**config.mk**
```make
export PLATFORM = sky130hd
export DESIGN_NAME = permuting_router_with_undo
export DESIGN_NICKNAME = d
export VERILOG_FILES = /design/src/rtl/prwu_pkg.sv /design/src/rtl/prwu_ram.sv /design/src/rtl/prwu_front.sv /design/src/rtl/prwu_fifo.sv /design/src/rtl/prwu_back.sv /design/src/rtl/permuting_router_with_undo.sv
export SDC_FILE = /design/constraint.sdc
export NUM_CORES = 2
export LEC_CHECK = 0
export ABC_AREA = 1
export BUFFER_PORTS_ARGS = -buffer_cell sky130_fd_sc_hd__buf_2
export CAP_MARGIN = 5
export CELL_PAD_IN_SITES_DETAIL_PLACEMENT = 0
export CELL_PAD_IN_SITES_GLOBAL_PLACEMENT = 1
export CORE_ASPECT_RATIO = 2
export CORE_UTILIZATION = 48
export DETAILED_ROUTE_END_ITERATION = 12
export PLACE_DENSITY_LB_ADDON = 0.1
export SYNTH_ARGS = -nofsm -noshare
export SYNTH_HDL_FRONTEND = slang
export SYNTH_HIERARCHICAL = 1
export SYNTH_SLANG_ARGS = --single-unit
```
**constraint.sdc**
```tcl
create_clock -name i_clk -period 6 [get_ports i_clk]
set_input_delay 0 -clock i_clk [delete_from_list [all_inputs] [get_ports i_clk]]
set_output_delay 0 -clock i_clk [all_outputs]
set_load 0.1 [all_outputs]
```
**src/rtl/prwu_pkg.sv**
```systemverilog
`timescale 1ns / 1ps
// shared types, constants and routing functions of the permuting router
// no dependencies
package prwu_pkg;

    localparam logic [7:0] IDENTITY_MAP  = 8'hE4;
    localparam int         NUM_CHANGE    = 10;
    localparam logic [4:0] SHUFFLE_COUNT = 5'd24;

    // event numbers, one trigger bit each
    typedef enum logic [3:0] {
        EV_ROT_DN  = 4'd0,
        EV_ROT_UP  = 4'd1,
        EV_RESET   = 4'd2,
        EV_SWAP_12 = 4'd3,
        EV_SWAP_34 = 4'd4,
        EV_SWAP_23 = 4'd5,
        EV_SWAP_14 = 4'd6,
        EV_SWAP_13 = 4'd7,
        EV_SWAP_24 = 4'd8,
        EV_SHUFFLE = 4'd9,
        EV_UNDO    = 4'd10,
        EV_REDO    = 4'd11
    } t_event;

    typedef enum logic [2:0] {
        ST_IDLE,
        ST_CHANGE,
        ST_UNDO,
        ST_UNDO_LD,
        ST_REDO,
        ST_REDO_LD,
        ST_OUT
    } t_state;

    // classified control part of one item
    typedef struct packed {
        logic [3:0]  present;
        logic [11:0] trig;
        logic [7:0]  rand_map;
    } t_job_ctl;

    function automatic logic [7:0] rotate_map(input logic [7:0] map, input logic [1:0] delta);
        logic [7:0] r;
        r = '0;
        for (int k = 0; k < 4; k++) begin
            r[2*k +: 2] = map[2*k +: 2] + delta;
        end
        return r;
    endfunction

    function automatic logic [7:0] swap_map(input logic [7:0] map, input logic [1:0] a,
                                            input logic [1:0] b);
        logic [7:0] r;
        logic [1:0] sa;
        logic [1:0] sb;
        sa = map[2*a +: 2];
        sb = map[2*b +: 2];
        r  = map;
        r[2*a +: 2] = sb;
        r[2*b +: 2] = sa;
        return r;
    endfunction

    // permutations of 0..3 in lexicographic order
    function automatic logic [7:0] perm_lookup(input logic [4:0] idx);
        logic [7:0] r;
        case (idx)
            5'd0:    r = 8'hE4;
            5'd1:    r = 8'hB4;
            5'd2:    r = 8'hD8;
            5'd3:    r = 8'h78;
            5'd4:    r = 8'h9C;
            5'd5:    r = 8'h6C;
            5'd6:    r = 8'hE1;
            5'd7:    r = 8'hB1;
            5'd8:    r = 8'hC9;
            5'd9:    r = 8'h39;
            5'd10:   r = 8'h8D;
            5'd11:   r = 8'h2D;
            5'd12:   r = 8'hD2;
            5'd13:   r = 8'h72;
            5'd14:   r = 8'hC6;
            5'd15:   r = 8'h36;
            5'd16:   r = 8'h4E;
            5'd17:   r = 8'h1E;
            5'd18:   r = 8'h93;
            5'd19:   r = 8'h63;
            5'd20:   r = 8'h87;
            5'd21:   r = 8'h27;
            5'd22:   r = 8'h4B;
            5'd23:   r = 8'h1B;
            default: r = IDENTITY_MAP;
        endcase
        return r;
    endfunction

    function automatic logic [7:0] apply_change(input logic [7:0] map, input t_event ev,
                                                input logic [7:0] rand_map);
        logic [7:0] r;
        case (ev)
            EV_ROT_DN:  r = rotate_map(map, 2'd1);
            EV_ROT_UP:  r = rotate_map(map, 2'd3);
            EV_RESET:   r = IDENTITY_MAP;
            EV_SWAP_12: r = swap_map(map, 2'd0, 2'd1);
            EV_SWAP_34: r = swap_map(map, 2'd2, 2'd3);
            EV_SWAP_23: r = swap_map(map, 2'd1, 2'd2);
            EV_SWAP_14: r = swap_map(map, 2'd0, 2'd3);
            EV_SWAP_13: r = swap_map(map, 2'd0, 2'd2);
            EV_SWAP_24: r = swap_map(map, 2'd1, 2'd3);
            EV_SHUFFLE: r = rand_map;
            default:    r = map;
        endcase
        return r;
    endfunction

endpackage

```
**src/rtl/prwu_ram.sv**
```systemverilog
`timescale 1ns / 1ps
// generic single write, single read ram with registered read data
// no dependencies
module prwu_ram #(
    parameter int WIDTH = 8,
    parameter int DEPTH = 128
) (
    input  logic                     i_clk,
    input  logic                     i_we,
    input  logic [$clog2(DEPTH)-1:0] i_waddr,
    input  logic [WIDTH-1:0]         i_wdata,
    input  logic                     i_re,
    input  logic [$clog2(DEPTH)-1:0] i_raddr,
    output logic [WIDTH-1:0]         o_rdata
);

    logic [WIDTH-1:0] r_mem [DEPTH];
    logic [WIDTH-1:0] r_rdata;

    always_ff @(posedge i_clk) begin
        if (i_we) begin
            r_mem[i_waddr] <= i_wdata;
        end
        if (i_re) begin
            r_rdata <= r_mem[i_raddr];
        end
    end

    assign o_rdata = r_rdata;

endmodule

```
**src/rtl/prwu_front.sv**
```systemverilog
`timescale 1ns / 1ps
// input stage: accepts items, unpacks them and resolves the shuffle choice
// depends on prwu_pkg
module prwu_front #(
    parameter int SAMPLE_BITS = 16,
    parameter int IN_BITS     = 88
) (
    input  logic                     i_clk,
    input  logic                     i_rst_n,
    input  logic                     s_axis_tvalid,
    output logic                     s_axis_tready,
    input  logic [IN_BITS-1:0]       s_axis_tdata,
    output logic                     o_push,
    input  logic                     i_push_ready,
    output prwu_pkg::t_job_ctl       o_ctl,
    output logic [4*SAMPLE_BITS-1:0] o_samples
);
    import prwu_pkg::*;

    localparam int SB = SAMPLE_BITS;

    logic                r_valid;
    logic                n_valid;
    t_job_ctl            r_ctl;
    logic [4*SB-1:0]     r_samples;
    logic [4:0]          choice;
    logic [4:0]          choice_wrapped;
    logic                take;

    assign s_axis_tready = !r_valid || i_push_ready;
    assign take          = s_axis_tvalid && s_axis_tready;
    assign choice        = s_axis_tdata[4*SB+16 +: 5];
    // choices past the last permutation wrap around
    assign choice_wrapped = (choice >= SHUFFLE_COUNT) ? (choice - SHUFFLE_COUNT) : choice;

    always_comb begin
        n_valid = r_valid;
        if (r_valid && i_push_ready) begin
            n_valid = 1'b0;
        end
        if (take) begin
            n_valid = 1'b1;
        end
    end

    always_ff @(posedge i_clk) begin
        if (!i_rst_n) begin
            r_valid <= 1'b0;
        end else begin
            r_valid <= n_valid;
        end
    end

    always_ff @(posedge i_clk) begin
        if (take) begin
            r_samples        <= s_axis_tdata[4*SB-1:0];
            r_ctl.present    <= s_axis_tdata[4*SB +: 4];
            r_ctl.trig       <= s_axis_tdata[4*SB+4 +: 12];
            r_ctl.rand_map   <= perm_lookup(choice_wrapped);
        end
    end

    assign o_push    = r_valid;
    assign o_ctl     = r_ctl;
    assign o_samples = r_samples;

endmodule

```
**src/rtl/prwu_fifo.sv**
```systemverilog
`timescale 1ns / 1ps
// two-entry queue between the input stage and the event sequencer
// no dependencies
module prwu_fifo #(
    parameter int WIDTH = 88
) (
    input  logic             i_clk,
    input  logic             i_rst_n,
    input  logic             i_push,
    output logic             o_push_ready,
    input  logic [WIDTH-1:0] i_data,
    output logic             o_valid,
    input  logic             i_pop,
    output logic [WIDTH-1:0] o_data
);

    logic [WIDTH-1:0] r_slot [2];
    logic             r_wp;
    logic             r_rp;
    logic [1:0]       r_cnt;
    logic             do_push;
    logic             do_pop;

    assign o_push_ready = (r_cnt != 2'd2);
    assign o_valid      = (r_cnt != 2'd0);
    assign do_push      = i_push && o_push_ready;
    assign do_pop       = i_pop && o_valid;
    assign o_data       = r_slot[r_rp];

    always_ff @(posedge i_clk) begin
        if (!i_rst_n) begin
            r_wp  <= 1'b0;
            r_rp  <= 1'b0;
            r_cnt <= 2'd0;
        end else begin
            if (do_push) begin
                r_wp <= ~r_wp;
            end
            if (do_pop) begin
                r_rp <= ~r_rp;
            end
            case ({do_push, do_pop})
                2'b10:   r_cnt <= r_cnt + 2'd1;
                2'b01:   r_cnt <= r_cnt - 2'd1;
                default: r_cnt <= r_cnt;
            endcase
        end
    end

    always_ff @(posedge i_clk) begin
        if (do_push) begin
            r_slot[r_wp] <= i_data;
        end
    end

endmodule

```
**src/rtl/prwu_back.sv**
```systemverilog
`timescale 1ns / 1ps
// event sequencer: applies routing changes, undo and redo, then routes samples
// depends on prwu_pkg and prwu_ram
module prwu_back #(
    parameter int HISTORY_DEPTH = 128,
    parameter int SAMPLE_BITS   = 16,
    parameter int OUT_BITS      = 72
) (
    input  logic                     i_clk,
    input  logic                     i_rst_n,
    input  logic                     i_job_valid,
    output logic                     o_job_pop,
    input  prwu_pkg::t_job_ctl       i_job_ctl,
    input  logic [4*SAMPLE_BITS-1:0] i_job_samples,
    output logic                     m_axis_tvalid,
    input  logic                     m_axis_tready,
    output logic [OUT_BITS-1:0]      m_axis_tdata
);
    import prwu_pkg::*;

    localparam int SB = SAMPLE_BITS;
    localparam int AW = $clog2(HISTORY_DEPTH);
    localparam int CW = $clog2(HISTORY_DEPTH + 1);
    localparam logic [AW-1:0] LAST_IDX  = AW'(HISTORY_DEPTH - 1);
    localparam logic [CW-1:0] FULL_CNT  = CW'(HISTORY_DEPTH);

    t_state               r_state, n_state;
    logic [7:0]           r_map, n_map;
    logic [AW-1:0]        r_head, n_head;
    logic [CW-1:0]        r_ucnt, n_ucnt;
    logic [CW-1:0]        r_rcnt, n_rcnt;
    logic signed [SB-1:0] r_held [4];
    logic signed [SB-1:0] n_held [4];
    logic [7:0]           r_out_map, n_out_map;
    logic                 r_out_valid, n_out_valid;

    t_job_ctl             r_ctl;
    logic [4*SB-1:0]      r_samples;
    logic [NUM_CHANGE-1:0] r_pend, n_pend;

    logic                 undo_we, undo_re, redo_we, redo_re;
    logic [AW-1:0]        undo_waddr, undo_raddr, redo_waddr, redo_raddr;
    logic [7:0]           undo_wdata, redo_wdata, undo_rdata, redo_rdata;
    logic [AW-1:0]        head_next, head_prev;
    t_event               first_ev;
    logic [1:0]           src;
    logic                 load_job;

    assign head_next = (r_head == LAST_IDX) ? '0 : r_head + 1'b1;
    assign head_prev = (r_head == '0) ? LAST_IDX : r_head - 1'b1;

    // lowest pending change event goes first
    always_comb begin
        first_ev = EV_ROT_DN;
        for (int k = NUM_CHANGE - 1; k >= 0; k--) begin
            if (r_pend[k]) begin
                first_ev = t_event'(4'(k));
            end
        end
    end

    always_comb begin
        n_state     = r_state;
        n_map       = r_map;
        n_head      = r_head;
        n_ucnt      = r_ucnt;
        n_rcnt      = r_rcnt;
        n_held      = r_held;
        n_out_map   = r_out_map;
        n_out_valid = r_out_valid;
        n_pend      = r_pend;
        load_job    = 1'b0;
        o_job_pop   = 1'b0;
        undo_we     = 1'b0;
        undo_waddr  = r_head;
        undo_wdata  = r_map;
        undo_re     = 1'b0;
        undo_raddr  = head_prev;
        redo_we     = 1'b0;
        redo_waddr  = r_rcnt[AW-1:0];
        redo_wdata  = r_map;
        redo_re     = 1'b0;
        redo_raddr  = AW'(r_rcnt - 1'b1);
        src         = 2'd0;

        if (r_out_valid && m_axis_tready) begin
            n_out_valid = 1'b0;
        end

        case (r_state)
            ST_IDLE: begin
                if (i_job_valid) begin
                    o_job_pop = 1'b1;
                    load_job  = 1'b1;
                    n_pend    = i_job_ctl.trig[NUM_CHANGE-1:0];
                    n_state   = ST_CHANGE;
                end
            end
            ST_CHANGE: begin
                if (r_pend != '0) begin
                    // old map goes onto the undo ring, redo history is dropped
                    undo_we = 1'b1;
                    n_head  = head_next;
                    if (r_ucnt != FULL_CNT) begin
                        n_ucnt = r_ucnt + 1'b1;
                    end
                    n_rcnt = '0;
                    n_map  = apply_change(r_map, first_ev, r_ctl.rand_map);
                    n_pend = r_pend & (r_pend - 1'b1);
                end else begin
                    n_state = ST_UNDO;
                end
            end
            ST_UNDO: begin
                n_state = ST_REDO;
                if (r_ctl.trig[EV_UNDO] && r_ucnt != '0) begin
                    undo_re = 1'b1;
                    n_head  = head_prev;
                    n_ucnt  = r_ucnt - 1'b1;
                    if (r_rcnt != FULL_CNT) begin
                        redo_we = 1'b1;
                        n_rcnt  = r_rcnt + 1'b1;
                    end
                    n_state = ST_UNDO_LD;
                end
            end
            ST_UNDO_LD: begin
                n_map   = undo_rdata;
                n_state = ST_REDO;
            end
            ST_REDO: begin
                n_state = ST_OUT;
                if (r_ctl.trig[EV_REDO] && r_rcnt != '0) begin
                    redo_re = 1'b1;
                    n_rcnt  = r_rcnt - 1'b1;
                    undo_we = 1'b1;
                    n_head  = head_next;
                    if (r_ucnt != FULL_CNT) begin
                        n_ucnt = r_ucnt + 1'b1;
                    end
                    n_state = ST_REDO_LD;
                end
            end
            ST_REDO_LD: begin
                n_map   = redo_rdata;
                n_state = ST_OUT;
            end
            ST_OUT: begin
                // held values double as the output register
                if (!r_out_valid || m_axis_tready) begin
                    for (int k = 0; k < 4; k++) begin
                        src = r_map[2*k +: 2];
                        if (r_ctl.present[src]) begin
                            case (src)
                                2'd0:    n_held[k] = r_samples[0*SB +: SB];
                                2'd1:    n_held[k] = r_samples[1*SB +: SB];
                                2'd2:    n_held[k] = r_samples[2*SB +: SB];
                                default: n_held[k] = r_samples[3*SB +: SB];
                            endcase
                        end
                    end
                    n_out_map   = r_map;
                    n_out_valid = 1'b1;
                    n_state     = ST_IDLE;
                end
            end
            default: begin
                n_state = ST_IDLE;
            end
        endcase
    end

    always_ff @(posedge i_clk) begin
        if (!i_rst_n) begin
            r_state     <= ST_IDLE;
            r_map       <= IDENTITY_MAP;
            r_head      <= '0;
            r_ucnt      <= '0;
            r_rcnt      <= '0;
            r_held      <= '{default: '0};
            r_out_map   <= IDENTITY_MAP;
            r_out_valid <= 1'b0;
            r_pend      <= '0;
        end else begin
            r_state     <= n_state;
            r_map       <= n_map;
            r_head      <= n_head;
            r_ucnt      <= n_ucnt;
            r_rcnt      <= n_rcnt;
            r_held      <= n_held;
            r_out_map   <= n_out_map;
            r_out_valid <= n_out_valid;
            r_pend      <= n_pend;
        end
    end

    always_ff @(posedge i_clk) begin
        if (load_job) begin
            r_ctl     <= i_job_ctl;
            r_samples <= i_job_samples;
        end
    end

    prwu_ram #(
        .WIDTH (8),
        .DEPTH (HISTORY_DEPTH)
    ) u_undo_ram (
        .i_clk   (i_clk),
        .i_we    (undo_we),
        .i_waddr (undo_waddr),
        .i_wdata (undo_wdata),
        .i_re    (undo_re),
        .i_raddr (undo_raddr),
        .o_rdata (undo_rdata)
    );

    prwu_ram #(
        .WIDTH (8),
        .DEPTH (HISTORY_DEPTH)
    ) u_redo_ram (
        .i_clk   (i_clk),
        .i_we    (redo_we),
        .i_waddr (redo_waddr),
        .i_wdata (redo_wdata),
        .i_re    (redo_re),
        .i_raddr (redo_raddr),
        .o_rdata (redo_rdata)
    );

    assign m_axis_tvalid = r_out_valid;
    assign m_axis_tdata  = OUT_BITS'({r_out_map, r_held[3], r_held[2], r_held[1], r_held[0]});

endmodule

```
**src/rtl/permuting_router_with_undo.sv**
```systemverilog
`timescale 1ns / 1ps
// 4-to-4 sample router with event-driven permutation and undo/redo history
// depends on prwu_pkg, prwu_front, prwu_fifo, prwu_back and prwu_ram
//
// One input item carries four samples, the connected-source mask, twelve
// trigger bits and a shuffle choice. The change events (rotations, reset,
// swaps, shuffle) are applied in bit order, each pushing the old map into
// the undo ring and clearing the redo stack; then undo, then redo. Each
// output takes the sample of its source if connected, else holds.
// An input register and a two-entry queue sit in front of the sequencer,
// so items are taken while the sequencer or the output is busy.
// The sequencer takes one item at a time: it loads the item, applies one
// change event per step, then does the undo step and the redo step, each
// with a history ram load step when it is actually done, then the output
// step. With the sequencer idle, an item taken passes the input register
// and the queue before the sequencer loads it.
// After reset the map is identity, both histories are empty and all held
// outputs are zero; no clearing pass is needed. When the receiver stalls
// the result waits in the output register, the sequencer finishes the
// next item up to its output step and then input backs up through the queue.
module permuting_router_with_undo #(
    parameter int HISTORY_DEPTH = 128,
    parameter int SAMPLE_BITS   = 16
) (
    input  logic i_clk,
    input  logic i_rst_n,
    input  logic s_axis_tvalid,
    output logic s_axis_tready,
    // sample_a, sample_b, sample_c, sample_d, source_present, trigger_edges,
    // shuffle_choice, zero pad
    input  logic [((4*SAMPLE_BITS+21+7)/8)*8-1:0] s_axis_tdata,
    output logic m_axis_tvalid,
    input  logic m_axis_tready,
    // out_a, out_b, out_c, out_d, routing, zero pad
    output logic [((4*SAMPLE_BITS+8+7)/8)*8-1:0]  m_axis_tdata
);
    import prwu_pkg::*;

    localparam int IN_BITS  = ((4*SAMPLE_BITS+21+7)/8)*8;
    localparam int OUT_BITS = ((4*SAMPLE_BITS+8+7)/8)*8;
    localparam int SMP_BITS = 4*SAMPLE_BITS;
    localparam int JOB_BITS = SMP_BITS + $bits(t_job_ctl);

    logic                push, push_ready, job_valid, job_pop;
    t_job_ctl            front_ctl, job_ctl;
    logic [SMP_BITS-1:0] front_samples, job_samples;
    logic [JOB_BITS-1:0] job_data;

    prwu_front #(
        .SAMPLE_BITS (SAMPLE_BITS),
        .IN_BITS     (IN_BITS)
    ) u_front (
        .i_clk         (i_clk),
        .i_rst_n       (i_rst_n),
        .s_axis_tvalid (s_axis_tvalid),
        .s_axis_tready (s_axis_tready),
        .s_axis_tdata  (s_axis_tdata),
        .o_push        (push),
        .i_push_ready  (push_ready),
        .o_ctl         (front_ctl),
        .o_samples     (front_samples)
    );

    prwu_fifo #(
        .WIDTH (JOB_BITS)
    ) u_fifo (
        .i_clk        (i_clk),
        .i_rst_n      (i_rst_n),
        .i_push       (push),
        .o_push_ready (push_ready),
        .i_data       ({front_ctl, front_samples}),
        .o_valid      (job_valid),
        .i_pop        (job_pop),
        .o_data       (job_data)
    );

    assign job_samples = job_data[SMP_BITS-1:0];
    assign job_ctl     = t_job_ctl'(job_data[JOB_BITS-1:SMP_BITS]);

    prwu_back #(
        .HISTORY_DEPTH (HISTORY_DEPTH),
        .SAMPLE_BITS   (SAMPLE_BITS),
        .OUT_BITS      (OUT_BITS)
    ) u_back (
        .i_clk         (i_clk),
        .i_rst_n       (i_rst_n),
        .i_job_valid   (job_valid),
        .o_job_pop     (job_pop),
        .i_job_ctl     (job_ctl),
        .i_job_samples (job_samples),
        .m_axis_tvalid (m_axis_tvalid),
        .m_axis_tready (m_axis_tready),
        .m_axis_tdata  (m_axis_tdata)
    );

endmodule

```
==> key figures <==
Timing
  – Final Cycle Share: 78.4%
  – Max-slew headroom: approximately 18%
  – Final Slew Violations: 0
  – Fin crit period: between 4000 and 5000 ps
  – Fmax: between 0.2 and 0.25 GHz
  – RSZ-0062 raised after global routing: false
  – Final critical-path setup slack: ~1300 ps
  – Final setup violation count: 0
  – Post-route setup TNS: 0 ps
  – Hold Fails Final Rpt: 0
  – Tightest Pin Transition: roughly 1200 ps
  – Skew final: around 29 ps

CTS
  – CTS Hold Bufs: approximately 170
  – Later-pin clock latency in the skew report: roughly 870 ps
  – CTS tree: yes
  – Post-cts sizing count: 0
  – Clock transition at path regs: about 70 ps
  – Clk root buf: clkbuf_16
  – H-tree Lvls: 4
  – Max Root-Sink Buffers: 4
  – CTS Sinks: roughly 2500
  – Postcts setup bufs: 0
  – CTS buffer count: between 200 and 250

Setup path
  – Crit. End Element: flip-flop
  – Crit-path max FO: 90
  – Reg2reg path depth: 9
  – Crit Reg-Reg Startpoint: u_back/r_rcnt[0]
  – Critical path launch point: u_back/r_rcnt[0]
  – Crit start category: flip-flop
  – Largest stage delay, worst path: 900 ps
  – Crit path DAT: 5180 ps
  – Crit Path Class: flip-flop to flip-flop
  – Critical Path Slowest Stage Cell: nor2_1
  – Critical path, cell by cell: inv_8 > ha_1 > nand4_1 > o21ai_0 > nor2_1 > inv_1 > nand2_1 > nand2_2 > nor2_1
  – R2R Setup Slk: 1290 ps
  – Worst EP required: 6480 ps
  – CP dominant cell by count: nor2_1
  – R2R Path End: u_back/u_undo_ram/r_mem[91][6]

Die
  – Row count: 241
  – Starting Density: about half
  – Die W: roughly 330 um
  – Ports: ~170
  – Die Ht: 660 um
  – Die area: 219000 sq um
  – Core area: between 200000 and 250000 sq um

Finish
  – Share of cells above drive strength 1: under 10%
  – Fill cells: 18585
  – Reg area: around 75000 sq um
  – Nets: 9072
  – Area of the multi-input gates: around 26000 sq um
  – Post-Layout Cell Count: around 12000
  – Utilization after layout: between 50 and 60%
  – Layout area overhead: 10.8%

Detailed routing
  – WL final: a little under 300000 um
  – First drt pass iteration count: 6
  – Initial DRC Count: ~5600
  – Avg WL per Cell: approximately 25 um
  – Via/cell ratio: ~5.6
  – Antenna viol nets, final: 0
  – Via count: approximately 67000
  – Post-route DRC: 0

Placement
  – HPWL Detailed: 185000 um
  – Routability Congestion: ~0.89
  – PortBufs: roughly 160
  – Inst Count DP: 11352
  – Pre-CTS WS: 1220 ps

Yosys
  – Area share of the largest cell type after synthesis: between 60 and 70%
  – Synthesized Nets: between 8000 and 9000
  – Top_reg_cell synth: edfxtp_1
  – Netlist cell types: 50
  – Asr flop ratio synth: 0%
  – Synth top area cells: edfxtp_1, nand2_1, nand3_1
  – Post-Syn Instances: about 8800
  – Synthesized flop and latch total: 2529
  – Number of synthesis warnings: 6
  – Mapped Avg Cell Area: 11.8 sq um
  – Number of synthesized flops with an enable pin: roughly 2400
  – Leading area contributor after synthesis: edfxtp_1
  – Seq/Total Area, Yosys: 71.9%
  – Mapped Area: 104000 sq um

Hold path
  – WHS Path Cells: 4
  – Hold crit path type: input pin to flip-flop
  – Hold Path End: u_back/m_axis_tdata[57]
  – Hold path startpoint: i_rst_n

Global route
  – Largest net degree at the start of global routing: roughly 230
  – First-pass GRT wire length: 433000 um
  – Grt ovf: 0
  – Number of antenna violations at the first check in global routing: 5
  – Vias in the first global route: approximately 66000
  – Gr usage total: between 20 and 30%

Power
  – Power per cell area: about 440 nW/um^2
  – Leakage power: ~41 nW
  – Power Total: 51.0 mW
  – Maximum VDD drop: 327 uV

Status
  – Outcome: completed

Job
  – Max-cap violations: 0
routing by layer:
metal / vias to the layer above / routed length [um] / GRT usage (%)
met5: - / 0 / 0
li1: 31453 / - / -
met3: 617 / 13800 / 3.26
met2: 1974 / 159000 / 49.3
met4: 0 / 17700 / 14.3
met1: 33312 / 108000 / 30.5
metrics by stage:
step | instance area, sq um | hold slack [ps]
finish | 115000 | 117
global route | 115000 | 111
CTS | 115000 | 54.6
detailed placement | 107000 | 178
global placement | 107000 | 176
floorplan | 104000 | 98.9
where the power goes:
group	switching [mW]	leakage, nW	internal [mW]	total (mW)
Sequential	0.592	22.7	21.0	21.6
Clock	6.29	3.34	7.70	14.0
Combinational	11.6	14.4	3.74	15.4
layout make-up:
class / instances / area share [%]
clock inverters: 110 / 0.902
diodes: 8 / 0.0174
multi-input cells: 5554 / 22.2
flip-flops and latches: 2529 / 64.9
inverters: 209 / 0.750
well taps: 2794 / 3.03
repair buffers: 439 / 3.19
clock buffers: 283 / 5.09
state kept, by name (all words and copies together) (netlist names), 3 cells and up, named ones only:
name                       cells
u_back/m_axis_tdata           64
u_back/r_ctl                  14
u_back/r_head                  7
u_back/r_map                   8
u_back/r_out_map               8
u_back/r_pend                 10
u_back/r_rcnt                  8
u_back/r_samples              64
u_back/r_state                 3
u_back/r_ucnt                  8
u_back/u_redo_ram/o_rdata      8
u_back/u_redo_ram/r_mem     1024
u_back/u_undo_ram/o_rdata      8
u_back/u_undo_ram/r_mem     1024
u_fifo/r_slot                176
u_front/o_ctl                 24
u_front/o_samples             64
cell families (layout without fill, tap and decap cells):
family	count (synthesis)	after routing	synth area share, %
simple gates	5008	5008	20.6
flops	2529	2529	71.9
buf+inv	735	1041	3.68
compound gates	422	422	2.42
mux	88	88	1.03
fa+ha+maj	25	25	0.308
xor+xnor	11	11	0.0927
other cells	0	8	0
synthesized netlist by cell type, types with 3 or more instances:
cell type,number
a211oi_1,4
a211oi_2,10
a21oi_1,150
a221oi_1,19
a22o_1,10
a311oi_1,7
a31oi_1,32
buf_1,28
buf_2,255
buf_4,83
buf_6,56
clkbuf_1,104
clkinv_1,3
dfxtp_1,123
edfxtp_1,2406
ha_1,24
inv_1,187
inv_2,17
mux2_2,68
mux2_4,20
nand2_1,2609
nand2_2,6
nand3_1,1942
nand4_1,13
nor2_1,381
nor2_2,7
nor2_4,9
nor3_1,25
o211ai_1,7
o21ai_0,113
o21ai_1,6
o221ai_1,7
o22ai_1,48
or2_0,3
or2_2,6
xor2_1,10
worst max path at each step:
stage,cells past startpoint,slack (ps),to
5_1_grt,9,1050,u_back/u_undo_ram/r_mem[91][6]
2_1_floorplan,8,640,u_back/m_axis_tdata[46]
4_1_cts,9,1180,u_back/u_undo_ram/r_mem[60][5]
6_report,9,1290,u_back/u_undo_ram/r_mem[91][6]
3_3_place_gp,9,1340,u_back/u_undo_ram/r_mem[60][2]
3_5_place_dp,9,1220,u_back/u_undo_ram/r_mem[60][5]
worst max-delay path: cells and delay by family (launching register included):
kind	cells	cell delay, ps
AOI/OAI and AO/OA	1	120
buffers and inverters	2	490
adders and majority gates	1	310
and+or+nand+nor	5	2810
DFF	1	590
cells in the final DEF, fill, tap and decap left out, types with 32 or more instances in the layout:
master            n
nand2_1        2600
edfxtp_1       2406
nand3_1        1940
nor2_1          379
clkbuf_16       225
inv_1           180
dlygate4sd3_1   173
buf_2           161
a21oi_1         149
dfxtp_1         114
o21ai_0         112
buf_4            77
mux2_2           68
clkbuf_1         56
o22ai_1          48
clkinv_1         44
a31oi_1          32
Note: power is estimated with default switching activity, not from simulation.
